--- src/rtl/core/tgb_pkg.sv ---
// Shared types and constants for the triangle tangent/bitangent block.
// No dependencies; every other file of the block refers to it by scoped names.
package tgb_pkg;

  localparam int unsigned OUT_WIDTH = 32;
  localparam int unsigned FRAC_OUT  = 16;
  // The divider develops one guard bit beyond the output fraction for rounding.
  localparam int unsigned QUO_FRAC  = FRAC_OUT + 1;
  // A quotient at or above 2^QUO_WIDTH is certain to clip.
  localparam int unsigned QUO_WIDTH = 34;

  typedef struct packed {
    logic full;
    logic empty;
  } q_stat_t;

endpackage

--- src/rtl/core/tgb_queue.sv ---
// Two-entry triangle queue between the front and back ends.
// Depends on tgb_pkg for the status struct.
module tgb_queue #(
  parameter int unsigned JOB_WIDTH = 190
) (
  input  logic                  clk_i,
  input  logic                  rst_ni,
  input  logic                  push_i,
  input  logic [JOB_WIDTH-1:0]  job_i,
  input  logic                  pop_i,
  output logic [JOB_WIDTH-1:0]  job_o,
  output tgb_pkg::q_stat_t      stat_o
);

  logic [JOB_WIDTH-1:0] mem_q [2];
  logic                 wr_q, rd_q;
  logic [1:0]           cnt_q;

  assign stat_o.full  = (cnt_q == 2'd2);
  assign stat_o.empty = (cnt_q == 2'd0);
  assign job_o        = mem_q[rd_q];

  always_ff @(posedge clk_i) begin
    if (push_i) begin
      mem_q[wr_q] <= job_i;
    end
  end

  always_ff @(posedge clk_i or negedge rst_ni) begin
    if (!rst_ni) begin
      wr_q  <= 1'b0;
      rd_q  <= 1'b0;
      cnt_q <= 2'd0;
    end else begin
      if (push_i) begin
        wr_q <= !wr_q;
      end
      if (pop_i) begin
        rd_q <= !rd_q;
      end
      cnt_q <= cnt_q + {1'b0, push_i} - {1'b0, pop_i};
    end
  end

endmodule

--- config.mk ---
export PLATFORM = sky130hd
export DESIGN_NAME = tgb_queue
export DESIGN_NICKNAME = d
export VERILOG_FILES = /design/src/rtl/core/tgb_pkg.sv /design/src/rtl/core/tgb_queue.sv
export SDC_FILE = /design/constraint.sdc
export NUM_CORES = 1
export LEC_CHECK = 0
export ABC_AREA = 1
export BUFFER_PORTS_ARGS = -buffer_cell sky130_fd_sc_hd__buf_2
export CAP_MARGIN = 20
export CORE_UTILIZATION = 35
export DETAILED_ROUTE_END_ITERATION = 10
export GPL_TIMING_DRIVEN = 1
export PLACE_DENSITY = 0.67
export SETUP_SLACK_MARGIN = 0.3
export SLEW_MARGIN = 20
export SYNTH_ARGS = -nofsm -noshare
export SYNTH_HDL_FRONTEND = slang
export SYNTH_SLANG_ARGS = --single-unit
export TNS_END_PERCENT = 30
--- constraint.sdc ---
create_clock -name clk_i -period 10.4 [get_ports clk_i]
set_clock_uncertainty 0.05 [all_clocks]
set_input_delay 0.52 -clock clk_i [delete_from_list [all_inputs] [get_ports clk_i]]
set_output_delay 0.52 -clock clk_i [all_outputs]
set_load 0.02 [all_outputs]
==> summary.txt <==
Timing
  – Setup ws final: 6.19 ns
  – Fmax achieved: 237 MHz
  – Worst slew pin tran: 1.24 ns
  – WHS: 0.113 ns
  – Final min period: 4.21 ns
  – RSZ-0062 raised after global routing: no
  – Setup tns final: 0 ns
  – Final hold violations: 0
  – Tcrit/Tclk final: 40.5%
  – Setup Viol. Count Final: 0
  – Slew HR: 17.0%
  – Final-report max-slew violation count: 0

Yosys
  – Top-count cell post-synth: edfxtp_1
  – Post-Syn Nets: 1213
  – Warnings, synthesis: 0
  – Flops & latches, synth: 384
  – Syn avg cell area: 14.0 um2
  – Dominant cell type by area after synthesis: edfxtp_1
  – Main area contributors after synthesis: edfxtp_1 80%, o21ai_0 5.8%, inv_1 5.2%, nand2_1 5.2%, o21ai_1 0.91%
  – EDFF count, synth: 380
  – Yosys cell types: 14
  – Most frequent cells after synthesis: 380 x edfxtp_1, 197 x inv_1, 196 x nand2_1
  – Mapped Area: 0.0143 mm2
  – Register area share after synthesis: 80.8%
  – Area share of the largest cell type after synthesis: 80.1%
  – Synth async-reset ratio: 1.04%
  – Cell count after synthesis: 1017
  – Top_reg_cell synth: edfxtp_1

Floorplanning
  – Chip height: 204 um
  – Die Span X: 204 um
  – I/O pin count: 386
  – Full die area: 0.0415 mm2
  – Initial Utilization: 35.7%
  – Core area: 0.0399 mm2
  – Core Rows: 73

Detailed routing
  – Residual DRC: 0
  – Via count: 8579
  – DRT Pass-1 Iters: 4
  – Number of DRC markers in iteration 0: 437
  – Final ANT Viol Nets: 0
  – WL final: 30200 um
  – Per-cell routed wire length: 15.4 um
  – Routed vias/inst: 4.37

Critical path
  – Worst path required time: 9.83 ns
  – Most frequent CP cell: buf_4
  – Buf/Inv on CP: 3
  – Critical Path, Cell by Cell: buf_4 > buf_4 > o21ai_0 > buf_2
  – Worst EP arrival: 3.64 ns
  – CP endpoint kind: primary output
  – CP top delay family: buffers and inverters
  – Worst path slowest cell: dfrtp_4
  – Worst Path Max Fanout: 108
  – WS Path Type: flip-flop to primary output
  – CP peak stage delay: 0.83 ns
  – Setup crit start kind: flip-flop

Clocking
  – Max clock buf depth: 3
  – CTS tree: built
  – Clock sinks: 384
  – Num CTS Buffers: 40
  – Number of instances resized during post-cts repair: 0
  – # Post-CTS Setup Buffers: 0
  – # H-tree levels: 2
  – CTS root buf: clkbuf_16
  – Hold buffer count at CTS: 1
  – Worst-skew pair later-pin latency: 0.52 ns
  – Clk slew on worst S/H paths: 0.06 ns

Place
  – Pre-CTS setup slack: 6.72 ns
  – Placed cell area: 0.0166 mm2
  – Hpwl dp: 19600 um
  – IO Port Bufs: 385
  – GPL Wtd Cong: 0.797

Power and ir drop
  – Power Dens Cells: 285 mW/mm2
  – LEAKAGE: 7.55 nW
  – Maximum vdd ir drop: 0.148 mV

Global route
  – First-pass GRT wire length: 45200 um
  – GRT overflow: 0
  – Number of global-route vias before repair: 8525
  – Initial antenna violation count: 4
  – Largest net degree at the start of global routing: 169
  – Tot GR Track Use: 14.3%

Final layout
  – Final Cell Area: 0.0179 mm2
  – Syn-to-layout area delta: 25.3%
  – Layout cells sized above 1: 31.0%
  – Nets: 1604

Run
  – Max-cap violations: 0

Worst hold path
  – Worst hold path class: input pin to flip-flop

Run status
  – Status: completed
==> worst paths after layout <==
path	cells past startpoint	slack, ns	to	from
max in group asynchronous	2	9.85	rd_q$_DFFE_PN0P_	rst_ni
worst max-delay path	4	6.19	job_o[87]	rd_q$_DFFE_PN0P_
worst min register to register	1	0.51	wr_q$_DFFE_PN0P_	wr_q$_DFFE_PN0P_
min in group asynchronous	2	0.30	cnt_q[1]$_DFF_PN0_	rst_ni
worst max register to register	3	7.63	mem_q[1][13]$_DFFE_PP_	wr_q$_DFFE_PN0P_
worst min-delay path	1	0.11	mem_q[1][169]$_DFFE_PP_	job_i[169]
==> registers in the layout, indices dropped and copies added, names as in the netlist <==
| name | cells |
|---|---|
| wr_q | 1 |
| mem_q | 380 |
| cnt_q | 2 |
| rd_q | 1 |
==> cell families (layout without fill, tap and decap cells) <==
kind of cell / count (synthesis) / in the layout / synth area share, %
compound gates: 190 / 190 / 6.67
fa+ha+maj: 2 / 2 / 0.176
xor+xnor: 2 / 2 / 0.123
flops: 384 / 384 / 80.8
other cells: 0 / 1 / 0
simple gates: 200 / 200 / 5.28
buf+inv: 239 / 659 / 6.98
==> per-stage QoR <==
step | utilization, % | instances | power, mW
finish | 44.7 | 1963 | 5.09
global route | 44.7 | 1962 | 5.39
CTS | 44.7 | 1962 | 5.18
detailed placement | 41.7 | 1890 | 3.85
global placement | 41.7 | 1890 | 3.82
floorplan | - | 1017 | 3.33
==> cells in the final DEF (no fill, tap or decap), drive strengths merged, types with 2 or more instances in the layout <==
cell | netlist | layout
xor2 | 2 | 2
ha | 2 | 2
clkinvlp | 0 | 2
clkbuf | 16 | 48
inv | 197 | 199
nor2 | 3 | 3
dfrtp | 4 | 4
nand2 | 196 | 196
buf | 26 | 390
edfxtp | 380 | 380
o21ai | 190 | 190
clkinv | 0 | 18
==> layout make-up <==
class	count	area (um2)
Clock inverter	23	139
Sequential cell	384	11500
Clock buffer	48	1050
Timing Repair Buffer	391	1990
Tap cell	525	657
Multi-Input combinational cell	394	1750
Inverter	197	747
Antenna cell	1	2.50
Fill cell	3613	22100
==> report_power, final <==
group | internal, mW | switching, mW
registers | 2.06 | 0.102
logic | 0.440 | 1.19
clock network | 0.745 | 0.556
total | 3.24 | 1.84
==> routing by layer <==
metal | part of all wire (%) | GRT usage, %
met5 | 0.15 | 0
met4 | 2.3 | 4.67
met3 | 11 | 6.30
met2 | 48 | 23.8
met1 | 38 | 16.2
Power figures use the tool's default switching activity.
