===== src/rtl/core/tgb_pkg.sv =====
// Shared types and constants for the triangle tangent/bitangent block.
// No dependencies; every other file of the block refers to it by scoped names.
package tgb_pkg;

  localparam int unsigned OUT_WIDTH = 32;
  localparam int unsigned FRAC_OUT  = 16;
  // The divider develops one guard bit beyond the output fraction for rounding.
  localparam int unsigned QUO_FRAC  = FRAC_OUT + 1;
  // A quotient at or above 2^QUO_WIDTH is certain to clip.
  localparam int unsigned QUO_WIDTH = 34;

  typedef struct packed {
    logic full;
    logic empty;
  } q_stat_t;

endpackage


===== src/rtl/core/tgb_if.sv =====
// Channel interfaces for the vertex requests and the per-corner results.
// Depends on tgb_pkg for the output width.
interface tgb_vtx_if #(
  parameter int unsigned POS_WIDTH = 24,
  parameter int unsigned TEX_WIDTH = 18
);
  logic                        valid;
  logic                        ready;
  logic signed [POS_WIDTH-1:0] pos_x;
  logic signed [POS_WIDTH-1:0] pos_y;
  logic signed [POS_WIDTH-1:0] pos_z;
  logic signed [TEX_WIDTH-1:0] tex_u;
  logic signed [TEX_WIDTH-1:0] tex_v;
  logic                        mesh_start;

  modport source (output valid, pos_x, pos_y, pos_z, tex_u, tex_v, mesh_start,
                  input ready);
  modport sink   (input valid, pos_x, pos_y, pos_z, tex_u, tex_v, mesh_start,
                  output ready);
endinterface



===== src/rtl/core/tgb_front.sv =====
// Front end: groups vertices into triangles and forms the edge vectors.
// Depends on tgb_pkg and tgb_vtx_if.
module tgb_front #(
  parameter int unsigned POS_WIDTH = 24,
  parameter int unsigned TEX_WIDTH = 18,
  parameter int unsigned JOB_WIDTH = 6 * (POS_WIDTH + 1) + 4 * (TEX_WIDTH + 1)
) (
  input  logic                  clk_i,
  input  logic                  rst_ni,
  tgb_vtx_if.sink               vtx,
  input  tgb_pkg::q_stat_t      q_stat_i,
  output logic                  push_o,
  output logic [JOB_WIDTH-1:0]  job_o
);

  localparam int unsigned EP = POS_WIDTH + 1;
  localparam int unsigned ET = TEX_WIDTH + 1;

  logic [1:0] phase_q, phase_d;
  logic [1:0] eff_phase;
  logic       accept;
  logic       is_third;

  logic signed [POS_WIDTH-1:0] cpx_q [2];
  logic signed [POS_WIDTH-1:0] cpy_q [2];
  logic signed [POS_WIDTH-1:0] cpz_q [2];
  logic signed [TEX_WIDTH-1:0] ctu_q [2];
  logic signed [TEX_WIDTH-1:0] ctv_q [2];

  logic signed [EP-1:0] d1x, d1y, d1z, d2x, d2y, d2z;
  logic signed [ET-1:0] du1, dv1, du2, dv2;

  // A mesh start, or the unused phase code, restarts on the first corner.
  always_comb begin
    if (vtx.mesh_start || phase_q == 2'd3) begin
      eff_phase = 2'd0;
    end else begin
      eff_phase = phase_q;
    end
  end

  assign is_third  = (eff_phase == 2'd2);
  assign vtx.ready = !is_third || !q_stat_i.full;
  assign accept    = vtx.valid && vtx.ready;
  assign push_o    = accept && is_third;

  assign d1x = EP'(cpx_q[1]) - EP'(cpx_q[0]);
  assign d1y = EP'(cpy_q[1]) - EP'(cpy_q[0]);
  assign d1z = EP'(cpz_q[1]) - EP'(cpz_q[0]);
  assign d2x = EP'(vtx.pos_x) - EP'(cpx_q[0]);
  assign d2y = EP'(vtx.pos_y) - EP'(cpy_q[0]);
  assign d2z = EP'(vtx.pos_z) - EP'(cpz_q[0]);
  assign du1 = ET'(ctu_q[1]) - ET'(ctu_q[0]);
  assign dv1 = ET'(ctv_q[1]) - ET'(ctv_q[0]);
  assign du2 = ET'(vtx.tex_u) - ET'(ctu_q[0]);
  assign dv2 = ET'(vtx.tex_v) - ET'(ctv_q[0]);

  assign job_o = {d1x, d1y, d1z, d2x, d2y, d2z, du1, dv1, du2, dv2};

  always_comb begin
    phase_d = phase_q;
    if (accept) begin
      phase_d = is_third ? 2'd0 : eff_phase + 2'd1;
    end
  end

  always_ff @(posedge clk_i or negedge rst_ni) begin
    if (!rst_ni) begin
      phase_q <= 2'd0;
      for (int i = 0; i < 2; i++) begin
        cpx_q[i] <= '0;
        cpy_q[i] <= '0;
        cpz_q[i] <= '0;
        ctu_q[i] <= '0;
        ctv_q[i] <= '0;
      end
    end else begin
      phase_q <= phase_d;
      if (accept && !is_third) begin
        cpx_q[eff_phase[0]] <= vtx.pos_x;
        cpy_q[eff_phase[0]] <= vtx.pos_y;
        cpz_q[eff_phase[0]] <= vtx.pos_z;
        ctu_q[eff_phase[0]] <= vtx.tex_u;
        ctv_q[eff_phase[0]] <= vtx.tex_v;
      end
    end
  end

endmodule


===== src/flat_wrapper.sv =====
// flat-port wrapper written by rule: the top's interface ports become plain ports
module tgb_front_flat 
#(
  parameter int unsigned POS_WIDTH = 24,
  parameter int unsigned TEX_WIDTH = 18,
  parameter int unsigned JOB_WIDTH = 6 * (POS_WIDTH + 1) + 4 * (TEX_WIDTH + 1)
)
  (clk_i, rst_ni, q_stat_i, push_o, job_o, vtx_valid, vtx_pos_x, vtx_pos_y, vtx_pos_z, vtx_tex_u, vtx_tex_v, vtx_mesh_start, vtx_ready);
  tgb_vtx_if #(.POS_WIDTH(POS_WIDTH), .TEX_WIDTH(TEX_WIDTH)) vtx_i ();
  input  logic clk_i;
  input  logic rst_ni;
  input  tgb_pkg::q_stat_t q_stat_i;
  output logic push_o;
  output logic [JOB_WIDTH-1:0] job_o;
  input wire logic [$bits(vtx_i.valid)-1:0] vtx_valid;
  input wire logic [$bits(vtx_i.pos_x)-1:0] vtx_pos_x;
  input wire logic [$bits(vtx_i.pos_y)-1:0] vtx_pos_y;
  input wire logic [$bits(vtx_i.pos_z)-1:0] vtx_pos_z;
  input wire logic [$bits(vtx_i.tex_u)-1:0] vtx_tex_u;
  input wire logic [$bits(vtx_i.tex_v)-1:0] vtx_tex_v;
  input wire logic [$bits(vtx_i.mesh_start)-1:0] vtx_mesh_start;
  output wire logic [$bits(vtx_i.ready)-1:0] vtx_ready;
  assign vtx_i.valid = vtx_valid;
  assign vtx_i.pos_x = vtx_pos_x;
  assign vtx_i.pos_y = vtx_pos_y;
  assign vtx_i.pos_z = vtx_pos_z;
  assign vtx_i.tex_u = vtx_tex_u;
  assign vtx_i.tex_v = vtx_tex_v;
  assign vtx_i.mesh_start = vtx_mesh_start;
  assign vtx_ready = vtx_i.ready;
  tgb_front #(.POS_WIDTH(POS_WIDTH), .TEX_WIDTH(TEX_WIDTH), .JOB_WIDTH(JOB_WIDTH)) u_core (.clk_i(clk_i), .rst_ni(rst_ni), .vtx(vtx_i), .q_stat_i(q_stat_i), .push_o(push_o), .job_o(job_o));
endmodule

===== config.mk =====
export PLATFORM = sky130hd
export DESIGN_NAME = tgb_front_flat
export DESIGN_NICKNAME = d
export VERILOG_FILES = /design/src/rtl/core/tgb_pkg.sv /design/src/rtl/core/tgb_if.sv /design/src/rtl/core/tgb_front.sv /design/src/flat_wrapper.sv
export SDC_FILE = /design/constraint.sdc
export NUM_CORES = 1
export LEC_CHECK = 0
export BUFFER_PORTS_ARGS = -buffer_cell sky130_fd_sc_hd__clkbuf_2
export CORE_MARGIN = 5
export CORE_UTILIZATION = 33
export CTS_BUF_LIST = sky130_fd_sc_hd__clkbuf_4
export DETAILED_ROUTE_END_ITERATION = 8
export SYNTH_ARGS = -nofsm -noshare
export SYNTH_HDL_FRONTEND = slang
export SYNTH_SLANG_ARGS = --single-unit
export TNS_END_PERCENT = 1

===== constraint.sdc =====
create_clock -name clk_i -period 2.9 [get_ports clk_i]
set_input_delay 0.29 -clock clk_i [delete_from_list [all_inputs] [get_ports clk_i]]
set_output_delay 0.29 -clock clk_i [all_outputs]
set_load 0.02 [all_outputs]

==> impl_metrics.json <==
{
  "ant_nets": 0,
  "r2r_slack_ps": 840,
  "syn_area_sq_um": 18450,
  "final_layout_size_suffix_gt1_share_pct": 38.60,
  "cp-start-kind": "flop",
  "final_max_slew_viol_count": 0,
  "synth_top_cell_by_area": "dfrtp_1",
  "startpoint": "u_core.ctu_q[0]",
  "core_sq_um": 55200,
  "synthSimpleGateAreaFrac_pct": 11.00,
  "vias_per_cell": 5.050,
  "cp_data_required_time_ps": 2610,
  "synth_compound_area_share_pct": 19.15,
  "r2r_cells": 3,
  "ys.flop_type": "dfrtp_1",
  "dieArea_sq_um": 60730,
  "p_per_area_nw_per_um2": 1127,
  "cpPeakStageDelay_ps": 470,
  "synth-edff-count": 0,
  "async_flop_share_pct": 100.0,
  "cts_root_buf": "clkbuf_4",
  "r2r-start": "u_core.phase_q[1]",
  "hold_path.class": "in -> async",
  "p_sw_share_pct": 48.02,
  "clock_latency_ps": 780,
  "muxShareOfSynthArea_pct": 12.37,
  "synth_seq_cells": 218,
  "rows": 86,
  "cts.path.max_buffers": 3,
  "worst_pin_slew_ps": 696.8,
  "areaGrowthSynthToFinish_pct": 40.79,
  "synth_fa_ha_area_share_pct": 15.74,
  "setup_viol": 164,
  "antenna_found_initial": 5,
  "seqPwrFrac_pct": 15.0,
  "worstSetupPathType": "reg -> out",
  "gr-total-overflow": 0,
  "drv_cap": 0,
  "p_int_uw": 15220,
  "drt_iter0_drc": 677,
  "critPathCapture": "job_o[73]",
  "fmax_ghz": 0.2649,
  "gp_congestion": 0.8973,
  "drcViolationCount": 0,
  "fin_crit_sh_pct": 130.2,
  "nNetsFinal": 2978,
  "finalSetupTns_ps": -67920,
  "rsz0062_at_grt": "true",
  "wl_per_cell_um": 17.17,
  "dpl.hpwl_um": 44580,
  "p_clk_share_pct": 11.4,
  "die_h_um": 246.4,
  "start_util_pct": 33.42,
  "grt_pass1_wl_um": 93460,
  "dr_total_vias": 17370,
  "io_pins": 342,
  "syn_avg_cell_area_sq_um": 9.331,
  "htreeDepth": 3,
  "p_leak_uw": 0.01246,
  "syn_inst": 1977,
  "grt_max_degree": 82,
  "clock_skew_ps": 64.96,
  "hold_viol": 0,
  "synth_top_family_by_area": "compound AO/OA/AOI/OAI gates",
  "synthesis.nets": 2317,
  "fillers": 5329,
  "cts_sinks": 218,
  "grt_pass1_vias": 18100,
  "yosys.area.top_type_share_pct": 29.57,
  "slew_headroom_pct": 53.55,
  "timing.final.ws_setup_ps": -874.5,
  "cp-end-kind": "output pin",
  "track_usage_pct": 18.82,
  "clk_pin_slew_ps": 70,
  "die_w_um": 246.4,
  "violations": "negative setup slack",
  "r2r-end": "u_core.ctu_q[14]",
  "drtPass1Iterations": 5,
  "critPathArrivalTime_ps": 3480,
  "drt-total-wl_um": 59070,
  "crit_fanout": 3,
  "p_switching_uw": 14060,
  "peakVddDrop_uv": 753.8,
  "outcome": "complete, but fails checks",
  "crit_chain": "inv_2 > ha_4 > inv_2 > fa_2 > a21oi_2 > nor2_2 > o31a_1 > o31ai_4 > o21a_1 > a21oi_2 > or4b_1 > nand4_1 > clkbuf_8",
  "yosys.cell_types.count": 77,
  "cts_made_buffers": 71,
  "slowest_stage": "or4b_1",
  "period_needed_ps": 3774,
  "holdWs_ps": 145.1,
  "portBuffers": 340,
  "ys_seq_area_share_pct": 29.57,
  "synth.yosys.warnings": 0,
  "synth_top_cells_by_area": "dfrtp_1 (30%), ha_1 (15%), mux2_2 (12%), xnor2_1 (5.4%), a21oi_1 (4.0%)",
  "synth_xor_area_share_pct": 7.787,
  "pwr-share-comb_pct": 73.6,
  "cts_tree": "yes"
}
==> power groups by stage <==
stage                     logic, uW  registers [uW]  clock network (uW)
after detailed placement      18700            4420                   0
final                         21500            4400                3330
after floorplan               12300            4280                   0
after global routing          23200            4500                3680
after global placement        18600            4370                   0
after CTS                     20200            4380                3520
==> worst min path at each step <==
stage | endpoint | start | slack (ps) | depth (start not counted)
global route | u_core.cpy_q[28] | rst_ni | 120 | 2
CTS | u_core.cpx_q[23] | rst_ni | 50 | 2
detailed placement | u_core.ctu_q[26] | rst_ni | 350 | 1
floorplan | u_core.cpx_q[0] | rst_ni | -6 | 0
global placement | u_core.ctu_q[26] | rst_ni | 350 | 1
finish | u_core.cpy_q[28] | rst_ni | 150 | 2
==> flip-flops by register name, summed over array words and instances, names as in the netlist <==
name	count
u_core.cpx_q	48
u_core.cpy_q	48
u_core.cpz_q	48
u_core.ctu_q	36
u_core.ctv_q	36
u_core.phase_q	2
==> cells by family (layout without fill, tap and decap cells) <==
kind of cell             after synthesis  after routing
other                                  0              3
buffers and inverters                214            926
multiplexers                         203            203
flip-flops                           218            218
AND/OR/NAND/NOR                      411            411
adder cells (fa/ha/maj)              226            226
XOR/XNOR                             164            164
AO/OA/AOI/OAI                        541            541
==> metrics by stage <==
step                std cells  instance area [sq um]  total power (uW)  setup WS, ps  util (%)
CTS                      3435                  25180             28090         -1104     45.61
detailed placement       3198                  22320             23110        -453.3     40.44
global placement         3198                  22320             22930        -410.1     40.44
floorplan                1977                  18460             16560        -32.26         -
finish                   3440                  25970             29270        -874.5     47.05
global route             3440                  25970             31330         -1117     47.05
==> worst max-delay path, delay by kind of cell (launching register included) <==
kind / cells / cell delay (ps)
flip-flops: 1 / 380
AO/OA/AOI/OAI: 5 / 990
buffers and inverters: 3 / 270
adder cells (fa/ha/maj): 2 / 470
AND/OR/NAND/NOR: 3 / 640
==> synthesized netlist by cell type, types with 11 or more instances <==
| master | number |
|---|---|
| clkbuf_1 | 29 |
| nor2_1 | 126 |
| nor2b_1 | 42 |
| a21oi_1 | 148 |
| a31oi_1 | 16 |
| mux2_2 | 200 |
| o21bai_1 | 21 |
| o21a_1 | 49 |
| ha_1 | 216 |
| xor2_1 | 50 |
| o21ai_0 | 105 |
| nand2_1 | 89 |
| xnor2_1 | 114 |
| inv_1 | 180 |
| o211ai_1 | 11 |
| dfrtp_1 | 218 |
| and2_1 | 11 |
| o31a_1 | 11 |
| a211oi_1 | 17 |
| nor3_1 | 24 |
| nand3_1 | 30 |
| nand2b_1 | 26 |
| a21o_1 | 81 |
==> what timing repair did <==
item | in CTS | in global routing
pin swaps | 68 | 37
resized for setup | 264 | 305
gates cloned | 0 | 0
endpoints found under the hold margin | 368 | 0
setup endpoints to repair | 189 | 188
hold buffers | 112 | 0
setup buffers | 1 | 2
==> cell usage in the layout, fill, tap and decap left out, types with 81 or more instances in the layout <==
cell type      synthesis  final
buf_4                  0    260
dfrtp_1              218    216
mux2_2               200    200
ha_1                 216    195
clkbuf_2               0    177
inv_1                180    166
clkbuf_4               0    127
nor2_1               126    112
a21oi_1              148    112
dlygate4sd3_1          0    112
xnor2_1              114     93
nand2_1               89     89
a21o_1                81     81
==> per-layer routing <==
layer / vias to the layer above / GRT usage [%] / wire length, um
met2: 428 / 31.52 / 28060
li1: 8462 / - / -
met5: - / 0 / 8
met4: 2 / 5.842 / 1329
met1: 8393 / 24.18 / 26020
met3: 86 / 4.350 / 3652
==> layout make-up <==
cell class	instances	area [sq um]	share of cell area [%]
multi-input cells	1545	13300	51.19
flip-flops and latches	218	5458	21.01
repair buffers	622	4693	18.07
well taps	748	935.9	3.604
clock buffers	95	713.2	2.746
inverters	180	675.6	2.602
clock inverters	29	192.7	0.7419
diodes	3	7.507	0.02891
Note: power is estimated with default switching activity, not from simulation.
