## src/rtl/core/tgb_pkg.sv

```systemverilog
// Shared types and constants for the triangle tangent/bitangent block.
// No dependencies; every other file of the block refers to it by scoped names.
package tgb_pkg;

  localparam int unsigned OUT_WIDTH = 32;
  localparam int unsigned FRAC_OUT  = 16;
  // The divider develops one guard bit beyond the output fraction for rounding.
  localparam int unsigned QUO_FRAC  = FRAC_OUT + 1;
  // A quotient at or above 2^QUO_WIDTH is certain to clip.
  localparam int unsigned QUO_WIDTH = 34;

  typedef struct packed {
    logic full;
    logic empty;
  } q_stat_t;

endpackage

```

## src/rtl/core/tgb_if.sv

```systemverilog


interface tgb_res_if;
  logic                                  valid;
  logic                                  ready;
  logic signed [tgb_pkg::OUT_WIDTH-1:0]  tangent_x;
  logic signed [tgb_pkg::OUT_WIDTH-1:0]  tangent_y;
  logic signed [tgb_pkg::OUT_WIDTH-1:0]  tangent_z;
  logic signed [tgb_pkg::OUT_WIDTH-1:0]  bitangent_x;
  logic signed [tgb_pkg::OUT_WIDTH-1:0]  bitangent_y;
  logic signed [tgb_pkg::OUT_WIDTH-1:0]  bitangent_z;
  logic                                  degenerate;
  logic                                  saturated;
  logic                                  last_copy;

  modport source (output valid, tangent_x, tangent_y, tangent_z, bitangent_x,
                  bitangent_y, bitangent_z, degenerate, saturated, last_copy,
                  input ready);
  modport sink   (input valid, tangent_x, tangent_y, tangent_z, bitangent_x,
                  bitangent_y, bitangent_z, degenerate, saturated, last_copy,
                  output ready);
endinterface

```

## src/rtl/core/tgb_back.sv

```systemverilog
// Back end: determinant, six numerators, a bit-serial divider and result emission.
// Depends on tgb_pkg and tgb_res_if.
module tgb_back #(
  parameter int unsigned POS_WIDTH = 24,
  parameter int unsigned TEX_WIDTH = 18,
  parameter int unsigned JOB_WIDTH = 6 * (POS_WIDTH + 1) + 4 * (TEX_WIDTH + 1)
) (
  input  logic                  clk_i,
  input  logic                  rst_ni,
  input  logic [JOB_WIDTH-1:0]  job_i,
  input  tgb_pkg::q_stat_t      q_stat_i,
  output logic                  pop_o,
  tgb_res_if.source             res
);

  localparam int unsigned EP   = POS_WIDTH + 1;
  localparam int unsigned ET   = TEX_WIDTH + 1;
  localparam int unsigned AW   = (EP > ET) ? EP : ET;
  localparam int unsigned PW   = AW + ET;
  localparam int unsigned NUMW = PW + 1;
  localparam int unsigned NW   = NUMW + tgb_pkg::QUO_FRAC;
  localparam int unsigned CW   = $clog2(NW);
  localparam int unsigned OW   = tgb_pkg::OUT_WIDTH;
  localparam int unsigned QW   = tgb_pkg::QUO_WIDTH;

  localparam logic [2:0] S_IDLE    = 3'd0;
  localparam logic [2:0] S_DET_MUL = 3'd1;
  localparam logic [2:0] S_DET_SUB = 3'd2;
  localparam logic [2:0] S_NUM_MUL = 3'd3;
  localparam logic [2:0] S_NUM_SUB = 3'd4;
  localparam logic [2:0] S_DIV     = 3'd5;
  localparam logic [2:0] S_FIN     = 3'd6;
  localparam logic [2:0] S_EMIT    = 3'd7;

  logic [2:0] state_q, state_d;

  logic [JOB_WIDTH-1:0] job_q;
  logic signed [EP-1:0] d1x, d1y, d1z, d2x, d2y, d2z;
  logic signed [ET-1:0] du1, dv1, du2, dv2;

  logic signed [AW-1:0]   a0, a1;
  logic signed [ET-1:0]   b0, b1;
  logic signed [EP-1:0]   e1, e2;
  logic signed [PW-1:0]   p0_q, p1_q;
  logic signed [NUMW-1:0] diff;
  logic [NUMW-1:0]        diff_mag;
  logic [NUMW-1:0]        dmag_q;
  logic                   dneg_q;
  logic [2:0]             comp_q;
  logic [1:0]             sel;
  logic [NW-1:0]          dvd_q;
  logic [NUMW-1:0]        rem_q;
  logic [NUMW:0]          rem_sh;
  logic                   ge;
  logic [QW-1:0]          quo_q;
  logic                   ovf_q;
  logic [CW-1:0]          cnt_q;
  logic                   neg_q;
  logic [QW-1:0]          m_round, lim, m_clip;
  logic                   clip;
  logic signed [OW-1:0]   res_q [6];
  logic                   sat_q, degen_q;
  logic [1:0]             copy_q;
  logic                   out_free;

  assign {d1x, d1y, d1z, d2x, d2y, d2z, du1, dv1, du2, dv2} = job_q;

  assign pop_o    = (state_q == S_IDLE) && !q_stat_i.empty;
  assign out_free = !res.valid || res.ready;

  // Operand selection for the shared pair of multipliers.
  always_comb begin
    sel = (comp_q >= 3'd3) ? 2'(comp_q - 3'd3) : comp_q[1:0];
    unique case (sel)
      2'd0:    begin e1 = d1x; e2 = d2x; end
      2'd1:    begin e1 = d1y; e2 = d2y; end
      default: begin e1 = d1z; e2 = d2z; end
    endcase
    if (state_q == S_DET_MUL) begin
      a0 = AW'(du1); b0 = dv2;
      a1 = AW'(dv1); b1 = du2;
    end else if (comp_q < 3'd3) begin
      a0 = AW'(e1); b0 = dv2;
      a1 = AW'(e2); b1 = dv1;
    end else begin
      a0 = AW'(e2); b0 = du1;
      a1 = AW'(e1); b1 = du2;
    end
  end

  assign diff     = NUMW'(p0_q) - NUMW'(p1_q);
  assign diff_mag = diff[NUMW-1] ? NUMW'(-diff) : NUMW'(diff);

  assign rem_sh = {rem_q, dvd_q[NW-1]};
  assign ge     = (rem_sh >= {1'b0, dmag_q});

  // Round half away from zero on the magnitude, then clip to the signed range.
  assign m_round = QW'(({1'b0, quo_q} + {{QW{1'b0}}, 1'b1}) >> 1);
  assign lim     = neg_q ? (QW'(1) << (OW - 1)) : ((QW'(1) << (OW - 1)) - QW'(1));
  assign clip    = ovf_q || (m_round > lim);
  assign m_clip  = clip ? lim : m_round;

  always_comb begin
    state_d = state_q;
    unique case (state_q)
      S_IDLE:    if (!q_stat_i.empty) state_d = S_DET_MUL;
      S_DET_MUL: state_d = S_DET_SUB;
      S_DET_SUB: state_d = (diff == '0) ? S_EMIT : S_NUM_MUL;
      S_NUM_MUL: state_d = S_NUM_SUB;
      S_NUM_SUB: state_d = S_DIV;
      S_DIV:     if (cnt_q == CW'(NW - 1)) state_d = S_FIN;
      S_FIN:     state_d = (comp_q == 3'd5) ? S_EMIT : S_NUM_MUL;
      S_EMIT:    if (out_free && copy_q == 2'd2) state_d = S_IDLE;
      default:   state_d = S_IDLE;
    endcase
  end

  always_ff @(posedge clk_i) begin
    if (pop_o) begin
      job_q <= job_i;
    end
    if (state_q == S_DET_MUL || state_q == S_NUM_MUL) begin
      p0_q <= a0 * b0;
      p1_q <= a1 * b1;
    end
    if (state_q == S_DET_SUB) begin
      dmag_q <= diff_mag;
      dneg_q <= diff[NUMW-1];
    end
    if (state_q == S_NUM_SUB) begin
      dvd_q <= {diff_mag, {tgb_pkg::QUO_FRAC{1'b0}}};
      rem_q <= '0;
      quo_q <= '0;
      ovf_q <= 1'b0;
      cnt_q <= '0;
      neg_q <= diff[NUMW-1] ^ dneg_q;
    end
    if (state_q == S_DIV) begin
      dvd_q <= dvd_q << 1;
      rem_q <= ge ? NUMW'(rem_sh - {1'b0, dmag_q}) : rem_sh[NUMW-1:0];
      quo_q <= {quo_q[QW-2:0], ge};
      ovf_q <= ovf_q | quo_q[QW-1];
      cnt_q <= cnt_q + CW'(1);
    end
  end

  always_ff @(posedge clk_i or negedge rst_ni) begin
    if (!rst_ni) begin
      state_q   <= S_IDLE;
      comp_q    <= 3'd0;
      copy_q    <= 2'd0;
      sat_q     <= 1'b0;
      degen_q   <= 1'b0;
      res.valid <= 1'b0;
      for (int i = 0; i < 6; i++) begin
        res_q[i] <= '0;
      end
    end else begin
      state_q <= state_d;
      if (state_q == S_DET_SUB) begin
        comp_q  <= 3'd0;
        copy_q  <= 2'd0;
        sat_q   <= 1'b0;
        degen_q <= (diff == '0);
        for (int i = 0; i < 6; i++) begin
          res_q[i] <= '0;
        end
      end
      if (state_q == S_FIN) begin
        res_q[comp_q] <= neg_q ? OW'(-m_clip) : OW'(m_clip);
        sat_q         <= sat_q | clip;
        comp_q        <= comp_q + 3'd1;
      end
      if (state_q == S_EMIT && out_free) begin
        res.valid <= 1'b1;
        copy_q    <= copy_q + 2'd1;
      end else if (res.valid && res.ready) begin
        res.valid <= 1'b0;
      end
    end
  end

  always_ff @(posedge clk_i) begin
    if (state_q == S_EMIT && out_free) begin
      res.tangent_x   <= res_q[0];
      res.tangent_y   <= res_q[1];
      res.tangent_z   <= res_q[2];
      res.bitangent_x <= res_q[3];
      res.bitangent_y <= res_q[4];
      res.bitangent_z <= res_q[5];
      res.degenerate  <= degen_q;
      res.saturated   <= sat_q;
      res.last_copy   <= (copy_q == 2'd2);
    end
  end

endmodule

```

## src/flat_wrapper.sv

```systemverilog
// flat-port wrapper written by rule: the top's interface ports become plain ports
module tgb_back_flat 
#(
  parameter int unsigned POS_WIDTH = 24,
  parameter int unsigned TEX_WIDTH = 18,
  parameter int unsigned JOB_WIDTH = 6 * (POS_WIDTH + 1) + 4 * (TEX_WIDTH + 1)
)
  (clk_i, rst_ni, job_i, q_stat_i, pop_o, res_valid, res_tangent_x, res_tangent_y, res_tangent_z, res_bitangent_x, res_bitangent_y, res_bitangent_z, res_degenerate, res_saturated, res_last_copy, res_ready);
  tgb_res_if res_i ();
  input  logic clk_i;
  input  logic rst_ni;
  input  logic [JOB_WIDTH-1:0] job_i;
  input  tgb_pkg::q_stat_t q_stat_i;
  output logic pop_o;
  output wire logic [$bits(res_i.valid)-1:0] res_valid;
  output wire logic [$bits(res_i.tangent_x)-1:0] res_tangent_x;
  output wire logic [$bits(res_i.tangent_y)-1:0] res_tangent_y;
  output wire logic [$bits(res_i.tangent_z)-1:0] res_tangent_z;
  output wire logic [$bits(res_i.bitangent_x)-1:0] res_bitangent_x;
  output wire logic [$bits(res_i.bitangent_y)-1:0] res_bitangent_y;
  output wire logic [$bits(res_i.bitangent_z)-1:0] res_bitangent_z;
  output wire logic [$bits(res_i.degenerate)-1:0] res_degenerate;
  output wire logic [$bits(res_i.saturated)-1:0] res_saturated;
  output wire logic [$bits(res_i.last_copy)-1:0] res_last_copy;
  input wire logic [$bits(res_i.ready)-1:0] res_ready;
  assign res_valid = res_i.valid;
  assign res_tangent_x = res_i.tangent_x;
  assign res_tangent_y = res_i.tangent_y;
  assign res_tangent_z = res_i.tangent_z;
  assign res_bitangent_x = res_i.bitangent_x;
  assign res_bitangent_y = res_i.bitangent_y;
  assign res_bitangent_z = res_i.bitangent_z;
  assign res_degenerate = res_i.degenerate;
  assign res_saturated = res_i.saturated;
  assign res_last_copy = res_i.last_copy;
  assign res_i.ready = res_ready;
  tgb_back #(.POS_WIDTH(POS_WIDTH), .TEX_WIDTH(TEX_WIDTH), .JOB_WIDTH(JOB_WIDTH)) u_core (.clk_i(clk_i), .rst_ni(rst_ni), .job_i(job_i), .q_stat_i(q_stat_i), .pop_o(pop_o), .res(res_i));
endmodule
```

## config.mk

```make
export PLATFORM = sky130hd
export DESIGN_NAME = tgb_back_flat
export DESIGN_NICKNAME = d
export VERILOG_FILES = /design/src/rtl/core/tgb_pkg.sv /design/src/rtl/core/tgb_if.sv /design/src/rtl/core/tgb_back.sv /design/src/flat_wrapper.sv
export SDC_FILE = /design/constraint.sdc
export NUM_CORES = 2
export LEC_CHECK = 0
export CORE_MARGIN = 5
export CORE_UTILIZATION = 60
export DETAILED_ROUTE_END_ITERATION = 8
export DONT_BUFFER_PORTS = 1
export PLACE_DENSITY_LB_ADDON = 0.25
export SLEW_MARGIN = 20
export SYNTH_ARGS = -nofsm -noshare
export SYNTH_HDL_FRONTEND = slang
export SYNTH_SLANG_ARGS = --single-unit
```

## constraint.sdc

```tcl
create_clock -name clk_i -period 37.1 [get_ports clk_i]
set_input_delay 7.42 -clock clk_i [delete_from_list [all_inputs] [get_ports clk_i]]
set_output_delay 7.42 -clock clk_i [all_outputs]
set_load 0.03 [all_outputs]
```

==> metrics <==
status=finished, final reports clean; H-tree Lvls=3; vias in the first global route=54000; fill count=9742; synthesis-stage register bit count=slightly below 900; clock slew at reported path FFs=around 0.06 ns; Clock Tree Buf Depth=3; Yosys top cell by area=edfxtp_1; Port Buf Inserts=0; routability cong.=around 0.96; worst hold path type=flop to flop; Post-Synthesis Cells=about 7200; Synth Area in Compound Gates=approximately 8.6%; critical-path cell list=nor4_2 > buf_4; Core Region=0.124 sq mm; Syn Nets=between 8000 and 9000; hold_ws=about 0.40 ns; Placement Cell Area=~0.077 sq mm; Avg Inst Size Synth=10.4 sq um; Final period util=approximately 42%; Final TNS setup=0 ns; Worst EP required=just under 30 ns; async set-reset flop share out of synthesis=a little under a quarter; CP Launch Type=input pin; unrepaired setup endpoints after global routing=false; initial antenna violation count=12; clk sinks=between 800 and 900; Slew Limit Headroom=between 15 and 20%; Worst path max stage delay=between 0.5 and 0.6 ns; final instance area=around 0.080 sq mm; Post-Synth Simple-Gate Area=about an eighth; Layout area overhead=6.74%; Initial Util=60.5%; CTS Buf Count=88; post-DR vias/cell=6.05; Distinct cells, synth=95; Final Max Slew Viols=0; Detailed Route WL=between 200000 and 250000 microns; Slew @ Worst Pin=roughly 1.2 ns; Tot Pwr=2030 uW; post-synthesis adder-cell area fraction=a little under a third; pwr/cell area=25.4 mW/mm^2; path type of the worst setup path=input pin to output pin; Final Hold Fails=0; most frequent cells in the layout=inv_1 (1064), fa_1 (944), nand2_1 (788), edfxtp_1 (687), nor2_1 (642); DR pass1 iterations=6; Max FO, Critical Path=between 40 and 50; post-synthesis xor/xnor area fraction=2.83%; fmax=roughly 64 MHz; Total Routing Usage GR=a little under a third; NumNets Final=around 8700; commonest non-fill, non-tap cell in the layout=inv_1; Arrival @ worst endpoint=8.30 ns; gr ovfl total=0; Most used DFF post-synth=edfxtp_1; cell family with most CP delay=buffers and inverters; final critical-path required period=15.72 ns; EDFF count, synth=between 600 and 700; Crit-path slowest cell=buf_4; # IOs=428; dpl hpwl=between 150000 and 200000 microns; crit end category=output pin; Hold Buf Count CTS=0; cell area after synthesis=between 0.07 and 0.08 sq mm; Detail Route Antenna Nets=0; share of cells above drive strength 1=around 5.6%; Max VDD drop=slightly below 0.06 mV; area fraction of the dominant cell type after synthesis=~28%; DRC errors left=0; First DRT Iteration DRCs=approximately 5200; post-CTS setup buffers=0; LEAKAGE=0.0352 uW; first-pass GRT wire length=313000 microns; CTS tree=yes; wire per inst=around 23 microns; synth top area cells=edfxtp_1 (28%), fa_1 (25%), dfrtp_1 (6.8%); Skew-Pair Late Insertion Delay=about 0.73 ns; pin count of the biggest net entering global routing=between 200 and 250; Resized cells post-CTS=0; mux share of post-synthesis cell area=around 3.3%; clock skew=around 0.06 ns; placement row count=129; Max Cap Violations=0; CP bufs+invs=1; YS warnings=0; largest family of logic cells by synthesized area=adder cells; post-synthesis sequential area ratio=34.3%; Die W=363 microns; DIE HEIGHT=around 360 microns; Die ar.=0.132 sq mm; final setup violation count=0; routed via count=~53000; root buffer cell=clkbuf_16
synthesized netlist by cell type, types with 9 or more instances:
| cell type | number |
|---|---|
| inv_1 | 1065 |
| fa_1 | 944 |
| nand2_1 | 793 |
| edfxtp_1 | 687 |
| nor2_1 | 643 |
| ha_1 | 380 |
| o21ai_0 | 331 |
| nand3_1 | 297 |
| clkbuf_1 | 278 |
| a21oi_1 | 262 |
| dfrtp_1 | 203 |
| xnor2_1 | 165 |
| mux2i_1 | 162 |
| a21o_1 | 96 |
| xor2_1 | 77 |
| mux2_2 | 73 |
| nor3_1 | 59 |
| and3_1 | 54 |
| nand4_1 | 48 |
| a31oi_1 | 42 |
| nand2b_1 | 38 |
| nor2b_1 | 37 |
| o21a_1 | 36 |
| a211oi_1 | 32 |
| o31ai_1 | 31 |
| o211ai_1 | 29 |
| o21bai_1 | 26 |
| and2_1 | 25 |
| or3_1 | 25 |
| nor4_1 | 24 |
| o21ai_1 | 24 |
| buf_1 | 23 |
| or2_2 | 18 |
| o22ai_1 | 17 |
| a211o_1 | 13 |
| o41ai_1 | 12 |
| a221oi_1 | 9 |
| buf_2 | 9 |
power by group:
group	switching (uW)	internal, uW	total (uW)
Sequential	0.0000000000000136	1070	1070
Clock	408	561	968
Combinational	0.00000000000000379	0.0180	0.0429
Total	408	1630	2030
final cells by class:
type,count,area (sq um),area share (%)
Clock inverter,48,796,0.994
Multi-Input combinational cell,4968,44300,55.4
Timing Repair Buffer,97,741,0.926
Tap cell,1637,2050,2.56
Inverter,1066,4000,5.00
Clock buffer,118,2410,3.02
Antenna cell,3,7.51,0.00938
Sequential cell,890,25700,32.1
worst register-to-register path: cells and delay by family (launching register included):
family / cells / cell delay (ns)
and+or+nand+nor: 7 / 2.17
AOI/OAI and AO/OA: 8 / 2.40
muxes: 2 / 1.47
xor gates and xnor gates: 1 / 0.87
DFF: 1 / 0.63
adders and majority gates: 8 / 3.53
buffers and inverters: 4 / 1.04
state kept, by name, indices dropped and copies added (netlist names), 32 cells and up:
name,cells
u_core.res.tangent_z,32
u_core.dmag_q,45
u_core.p0_q,44
u_core.res.bitangent_y,32
u_core.job_q,226
u_core.res_q,192
u_core.dvd_q,45
u_core.res.bitangent_z,32
u_core.quo_q,34
u_core.res.bitangent_x,32
u_core.p1_q,44
u_core.res.tangent_x,32
u_core.res.tangent_y,32
u_core.rem_q,45
layer usage:
metal / up-vias / wire (microns) / global-route usage (%)
met1: 26500 / 77700 / 40.8
li1: 23700 / - / -
met4: 14 / 12000 / 14.9
met3: 587 / 20200 / 7.64
met2: 2636 / 91000 / 48.3
met5: - / 96 / 0
worst paths after layout:
kind	start	to	slack, ns	depth (start not counted)
max	q_stat_i[0]	pop_o	21.38	2
min	u_core.res_q[182]	u_core.res.tangent_x[22]	0.40	0
max reg2reg	u_core.comp_q[2]	u_core.p1_q[36]	24.64	30
min reg2reg	u_core.res_q[182]	u_core.res.tangent_x[22]	0.40	0
max in group asynchronous	rst_ni	u_core.res_q[190]	30.38	0
min in group asynchronous	rst_ni	u_core.res_q[40]	6.39	0
logic make-up after synthesis:
kind of cell,Yosys count
buf+inv,1379
compound gates,1049
mux,239
fa+ha+maj,1324
flops,890
simple gates,2114
xor+xnor,242
stage by stage:
stage / std cells / setup WS (ns) / util (%)
3_3_place_gp: 8658 / 21.41 / 61.9
3_5_place_dp: 8658 / 21.42 / 61.9
2_1_floorplan: 7237 / 0.268 / -
6_report: 8827 / 21.38 / 64.6
4_1_cts: 8824 / 21.41 / 64.5
5_1_grt: 8824 / 21.35 / 64.5
Note: power is estimated with default switching activity, not from simulation.
